===== config.mk =====
export PLATFORM = sky130hd
export DESIGN_NAME = fhss_divider
export DESIGN_NICKNAME = d
export VERILOG_FILES = /design/src/hw/rtl/fhss_pkg.sv /design/src/hw/rtl/fhss_divider.sv
export SDC_FILE = /design/constraint.sdc
export NUM_CORES = 1
export LEC_CHECK = 0
export BUFFER_PORTS_ARGS = -buffer_cell sky130_fd_sc_hd__buf_2
export CAP_MARGIN = 20
export CORE_MARGIN = 2
export CORE_UTILIZATION = 58
export DETAILED_ROUTE_END_ITERATION = 7
export PLACE_DENSITY = 0.82
export SLEW_MARGIN = 20
export SYNTH_ARGS = -nofsm -noshare
export SYNTH_HDL_FRONTEND = slang
export SYNTH_SLANG_ARGS = --single-unit

===== constraint.sdc =====
create_clock -name clk -period 4.3 [get_ports clk]
set_input_delay 0.86 -clock clk [delete_from_list [all_inputs] [get_ports clk]]
set_output_delay 0.86 -clock clk [all_outputs]
set_load 0.1 [all_outputs]

===== src/hw/rtl/fhss_pkg.sv =====
// ----------------------------------------------------------------------------
// fhss_pkg: shared types and constants of the first-hit segment/sphere test.
// Holds the item structs, the fixed-point widths and the radius constants.
// ----------------------------------------------------------------------------
`default_nettype none

package fhss_pkg;

	// Coordinate width; the datapath widths below follow from it and from T_FRAC.
	localparam int COORD_BITS = 24;
	// Differences of two coordinates.
	localparam int DIFF_W = COORD_BITS + 1;
	// Squared segment length (unsigned) and dot product (signed).
	localparam int LEN_W = 2 * COORD_BITS + 2;
	localparam int DOT_W = 2 * COORD_BITS + 3;
	// Projection parameter t: 16 fraction bits, range 0..1 inclusive.
	localparam int T_FRAC = 16;
	localparam int T_W = T_FRAC + 1;
	// Rounded per-axis offset of the closest point, Q.8.
	localparam int D_W = COORD_BITS + 3;
	// Shared multiplier operand and product widths.
	localparam int MUL_W = (D_W > T_W + 1) ? D_W : T_W + 1;
	localparam int PROD_W = 2 * MUL_W;
	// Squared distance, Q.16.
	localparam int DIST_W = 2 * D_W;

	// Item field widths.
	localparam int SIZE_W = 6;
	localparam int NUM_W = 8;

	// Radius in Q.8 is (RAD_BASE + RAD_STEP * size + RAD_BIAS) / RAD_DIV.
	localparam int RAD_BASE = 34560;
	localparam int RAD_STEP = 10752;
	localparam int RAD_BIAS = 50;
	localparam int RAD_DIV = 100;
	localparam int RAD_W = 13;
	localparam int R2_W = 2 * RAD_W;

	typedef logic signed [COORD_BITS-1:0] coord_t;

	// One target item.
	typedef struct packed {
		coord_t start_x;
		coord_t start_y;
		coord_t start_z;
		coord_t end_x;
		coord_t end_y;
		coord_t end_z;
		coord_t center_x;
		coord_t center_y;
		coord_t center_z;
		logic [SIZE_W-1:0] size_code;
		logic [NUM_W-1:0] target_number;
		logic list_end;
	} target_t;

	// One result item.
	typedef struct packed {
		logic any_hit;
		logic [NUM_W-1:0] hit_number;
	} result_t;

	// Status of the serial divider.
	typedef struct packed {
		logic busy;
		logic done;
	} div_status_t;

endpackage

`default_nettype wire


===== src/hw/rtl/fhss_divider.sv =====
// ----------------------------------------------------------------------------
// fhss_divider: serial restoring divider for the projection parameter.
// Produces floor(dividend * 2^16 / divisor), one quotient bit per cycle,
// for a dividend known to lie below the divisor.
// ----------------------------------------------------------------------------
`default_nettype none

module fhss_divider (
	input  wire logic                        clk,
	input  wire logic                        arst_n,
	input  wire logic                        start,
	input  wire logic [fhss_pkg::LEN_W-1:0]  dividend,
	input  wire logic [fhss_pkg::LEN_W-1:0]  divisor,
	output fhss_pkg::div_status_t            status,
	output logic      [fhss_pkg::T_FRAC-1:0] quotient
);

	localparam int CNT_W = $clog2(fhss_pkg::T_FRAC + 1);

	logic                        busy_q;
	logic                        done_q;
	logic [CNT_W-1:0]            cnt_q;
	logic [fhss_pkg::LEN_W:0]    rem_q;
	logic [fhss_pkg::T_FRAC-1:0] quo_q;

	logic [fhss_pkg::LEN_W:0]    rem_sh;
	logic [fhss_pkg::LEN_W:0]    rem_sub;
	logic                        take;

	// One restoring step: shift the remainder and subtract where it fits.
	always_comb begin
		rem_sh  = {rem_q[fhss_pkg::LEN_W-1:0], 1'b0};
		take    = rem_sh >= {1'b0, divisor};
		rem_sub = rem_sh - {1'b0, divisor};
	end

	// Step counter and handshake flags.
	always_ff @(posedge clk or negedge arst_n) begin
		if (!arst_n) begin
			busy_q <= 1'b0;
			done_q <= 1'b0;
			cnt_q  <= '0;
		end else begin
			done_q <= 1'b0;
			if (start) begin
				busy_q <= 1'b1;
				cnt_q  <= CNT_W'(fhss_pkg::T_FRAC);
			end else if (busy_q) begin
				cnt_q <= cnt_q - CNT_W'(1);
				if (cnt_q == CNT_W'(1)) begin
					busy_q <= 1'b0;
					done_q <= 1'b1;
				end
			end
		end
	end

	// Remainder and quotient registers.
	always_ff @(posedge clk) begin
		if (start) begin
			rem_q <= {1'b0, dividend};
			quo_q <= '0;
		end else if (busy_q) begin
			rem_q <= take ? rem_sub : rem_sh;
			quo_q <= {quo_q[fhss_pkg::T_FRAC-2:0], take};
		end
	end

	assign status.busy = busy_q;
	assign status.done = done_q;
	assign quotient    = quo_q;

endmodule

`default_nettype wire


# Word-level counts from Yosys, hierarchy flattened
# Index checks and enable logic that the tools add are counted.
# word_totals
reg_bits	73
latchBits	0
ram_bits	0
romBits	0
input_bits	103
out_inout_bits	18
elab_cells	21
mem_count	0
# classes
n_addsub	2
n_mul	0
div	0
order_cmp	1
n_eq_ne	1
n_shift	0
mux	11
bitwise_logic	0
n_reduce_logical	1
# ops
operator	count
50-bit two-way mux	3
51-bit by 50-bit greater-or-equal comparator with 1-bit output	1
50-bit subtractor	1
5-bit two-way mux	2
1-bit two-way mux	6
5-bit by 1-bit == test with 1-bit output, second input constant	1
5-bit by 1-bit subtractor with 5-bit output, second input constant	1
2-bit nonzero test	1

# Depth between registers and ports, before layout
# logic_depth
word_depth	4
depth_mapped	15
ltp_nobuf	12

# Worst setup path before layout
# No wires, ideal clock.
# synth_timing
path_kind	input to register
startpoint	input port divisor[0] (netlist name)
endpoint	register rem_q[46] (netlist name) (data pin)
setup_ns	0.261
arrival_time_ns	3.285
t_required_ns	4.039
path_slack_ns	0.754
stages	12
n_path_buf	0
path_cell_list	inv_1 -> fa_1 -> a21o_1 -> a221oi_2 -> nor4_1 -> o31ai_1 -> a2111oi_2 -> nor2_1 -> o211ai_1 -> a2111oi_0 -> a31oi_1 -> o311a_1
# synth_via
elab_chain_cells	4
word_cells_on_any_way	5
classes_between	add/sub: 1; order compare: 1; mux: 3
# synth_rtl
item	line_no	rtl
from (decl)	fhss_divider.sv:13	input wire logic [fhss_pkg::LEN_W-1:0] divisor,
50-bit subtractor / 51-bit by 50-bit greater-or-equal comparator with 1-bit output (equally long branches)	fhss_divider.sv:34, fhss_divider.sv:33	
50-bit two-way mux *	fhss_divider.sv:64	rem_q <= take ? rem_sub : rem_sh;
50-bit two-way mux *	fhss_divider.sv:63	end else if (busy_q) begin
50-bit two-way mux *	fhss_divider.sv:60	if (start) begin
to (signal assigned)	fhss_divider.sv:61	rem_q <= {1'b0, dividend};
to (signal assigned)	fhss_divider.sv:64	
to (decl)	fhss_divider.sv:23	logic [fhss_pkg::LEN_W:0] rem_q;
# Every way passes the cells marked *; elsewhere a longest branch is shown, timed or not. The select of a mux whose other input is x is not followed.
# A chain may end at the register's enable or synchronous reset.

# Worst setup path after layout
# Same ends and word-level chain as after synthesis.

==> results by group <==
Synth
  – Largest family of logic cells by synthesized area: compound AO/OA/AOI/OAI gates
  – Yosys reg bits: 73
  – Synth Flop Type: edfxtp_1
  – Net count after synthesis: 970
  – FFs w/ async S/R, synth: 9.59%
  – Post-Syn Instances: 814
  – Post-Synth XOR/XNOR Area: 5.87%
  – Sequential element share of the synthesized area: 29.7%
  – Yosys warnings: 0
  – Adder-cell share of the synthesized area: 9.99%
  – Post-Syn Area: 6710 um2
  – Simple logic cell fraction of the synthesized area: 16.8%
  – Count of cell types in the netlist: 70
  – Post-synthesis mux area share: 6.86%
  – Post-synth EDFFs: 50
  – Syn_area_per_cell: 8.25 um2
  – Synth Area in Compound Gates: 23.2%

STA
  – Fin crit period: 3.74 ns
  – Setup ws final: 0.556 ns
  – Setup violations, final: 0
  – Max Freq: 267 MHz
  – Worst hold margin: 0.324 ns
  – RSZ-0062 raised after global routing: no
  – Max-slew violations: 0
  – Skew final: 0.0118 ns
  – Slew @ Worst Pin: 0.590 ns
  – Period utilization: 87.1%
  – Worst slew margin: 60.7%
  – Setup TNS: 0 ns
  – Final hold viol count: 0

Floorplanning
  – Die area: 12500 um2
  – Die W: 112 um
  – Top Ports: 121
  – Core Area: 11400 um2
  – Row cnt: 39
  – Initial Util: 59.0%
  – Die Ht: 112 um

Critical path
  – Slowest cell on the critical path: fa_1
  – Worst setup SP type: input pin
  – CP cell instances: buf_2 > inv_1 > fa_1 > a21o_1 > a221oi_2 > nor4_1 > o31ai_1 > buf_4 > a2111oi_2 > nor2_1 > o211ai_1 > a2111oi_0 > a31oi_1 > o311a_1
  – Worst Path Required: 4.41 ns
  – Worst-path fanout max: 3
  – Reg2Reg Depth: 12
  – Critical path type: in2reg
  – Worst path max stage delay: 0.47 ns
  – FF-to-FF Start: rem_q[1]$_DFFE_PP_
  – Beginning of the critical path: divisor[0]
  – Worst R2R End: rem_q[8]$_DFFE_PP_
  – Worst Setup EP: rem_q[46]$_DFFE_PP_
  – Crit path DAT: 3.85 ns
  – CP Capture Type: flop
  – R2r setup slk: 0.78 ns

Layout
  – Design area: 7710 um2
  – Fin util: 67.8%
  – Layout area overhead: 14.9%
  – Layout cell share with drive strength beyond 1: 21.8%
  – Final net count: 1069
  – Most common cell after layout, fill and taps aside: buf_2
  – Most frequent cells in the layout: buf_2, a21oi_1, nor2_1, inv_1, nand2_1
  – Ant. Diodes: 0

Clock network
  – CTS Buf Count: 9
  – Clock transition at the registers of the reported paths: 0.06 ns
  – CTS Hold Bufs: 0
  – Clk_lat worst skew: 0.36 ns
  – Clk root buf: clkbuf_16
  – CTS max path bufs: 2
  – Post-CTS sizing: 0
  – CTS tree: done
  – H-tree Lvls: 3
  – Post-CTS Repair Setup Buffers: 0
  – Clock Sinks: 73

Run
  – Max-cap violations: 0

Detailed routing
  – Routed Antenna Nets: 0
  – WL per Instance: 15.6 um
  – Final wirelength: 16.6 mm
  – Vias/cell: 5.86
  – Iteration-0 DRC Markers: 480
  – TritonRoute pass-1 iters: 5
  – # DRC: 0
  – Vias: 6216

Pwr
  – Peak supply drop: 0.000367 V
  – Lkg Pwr: 3.70 nW
  – Pwr dens: 746 nW/um2

Global route
  – Vias in the first global route: 5730
  – Initial antenna violation count: 0
  – Total track usage: 26.8%
  – Global-route wire length before repair: 27.1 mm
  – Largest net degree at the start of global routing: 62
  – Overflow after GRT: 0

Placement
  – Placed cell area: 7410 um2
  – DP HPWL: 12.4 mm
  – Buffers added on ports: 120
  – Routability cong.: 0.981
  – Pre-CTS WS: 0.200 ns

Worst hold path
  – HP Class: in2async

Run status
  – Status: complete, no violations
cells in the mapped netlist, types with 16 or more instances:
master | n | area (um2)
mux2_2 | 24 | 270
mux2i_1 | 19 | 190
ha_1 | 52 | 651
clkbuf_1 | 23 | 86.3
inv_1 | 75 | 282
a211oi_1 | 18 | 135
xor2_1 | 21 | 184
a21oi_1 | 91 | 455
edfxtp_1 | 50 | 1500
a21o_1 | 28 | 210
nor2_1 | 88 | 330
o21ai_0 | 35 | 175
nand2_1 | 65 | 244
dfxtp_1 | 16 | 320
xnor2_1 | 24 | 210
critical path: cells and delay by family:
family | cells | cell delay [ns]
buf+inv | 3 | 0.34
fa+ha+maj | 1 | 0.47
simple gates | 2 | 0.43
compound gates | 8 | 1.74
per-stage QoR:
| step | power, mW | std cells |
|---|---|---|
| after floorplan | 4.13 | 814 |
| after global placement | 4.84 | 1045 |
| after detailed placement | 4.90 | 1045 |
| after CTS | 5.72 | 1061 |
| after global routing | 6.21 | 1061 |
| final | 5.76 | 1061 |
flip-flops by register name (all words and copies together), names as in the netlist:
signal    flops
busy_q        1
cnt_q         5
done_q        1
quotient     16
rem_q        50
layout make-up:
type	count	area, um2
Clock buffer	10	250
Multi-Input combinational cell	617	4210
Sequential cell	73	2000
Tap cell	143	179
Inverter	75	282
Clock inverter	6	55.1
Timing Repair Buffer	137	743
Fill cell	970	3660
power by group:
| group | leakage [nW] | switching, mW | internal [mW] |
|---|---|---|---|
| clock network | 0.151 | 0.346 | 0.438 |
| registers | 0.739 | 0.177 | 1.12 |
| logic | 2.81 | 2.13 | 1.55 |
| total | 3.70 | 2.65 | 3.11 |
how the worst min path moves through the flow:
stage / from / end / slack (ns)
after floorplan: cnt_q[4]$_DFFE_PN0P_ / cnt_q[4]$_DFFE_PN0P_ / 0.49
after global placement: quotient[15]$_SDFFE_PP0P_ / quotient[15]$_SDFFE_PP0P_ / 0.47
after detailed placement: quotient[0]$_SDFFE_PP0P_ / quotient[0]$_SDFFE_PP0P_ / 0.51
after CTS: arst_n / cnt_q[1]$_DFFE_PN0P_ / 0.32
after global routing: arst_n / cnt_q[1]$_DFFE_PN0P_ / 0.33
final: arst_n / cnt_q[3]$_DFFE_PN0P_ / 0.32
cells by family after synthesis:
family / count (synthesis)
and+or+nand+nor: 239
muxes: 43
AOI/OAI and AO/OA: 237
buffers and inverters: 124
adders and majority gates: 53
xor gates and xnor gates: 45
DFF: 73
layer usage:
metal,up-vias,track usage (%),wire length (um)
met4,0,9.22,436
met3,39,6.59,1200
met2,247,43.8,7560
met5,-,0,0
li1,3108,-,-
met1,2822,35.1,7380
No activity file was read; power rests on OpenSTA's default activity.
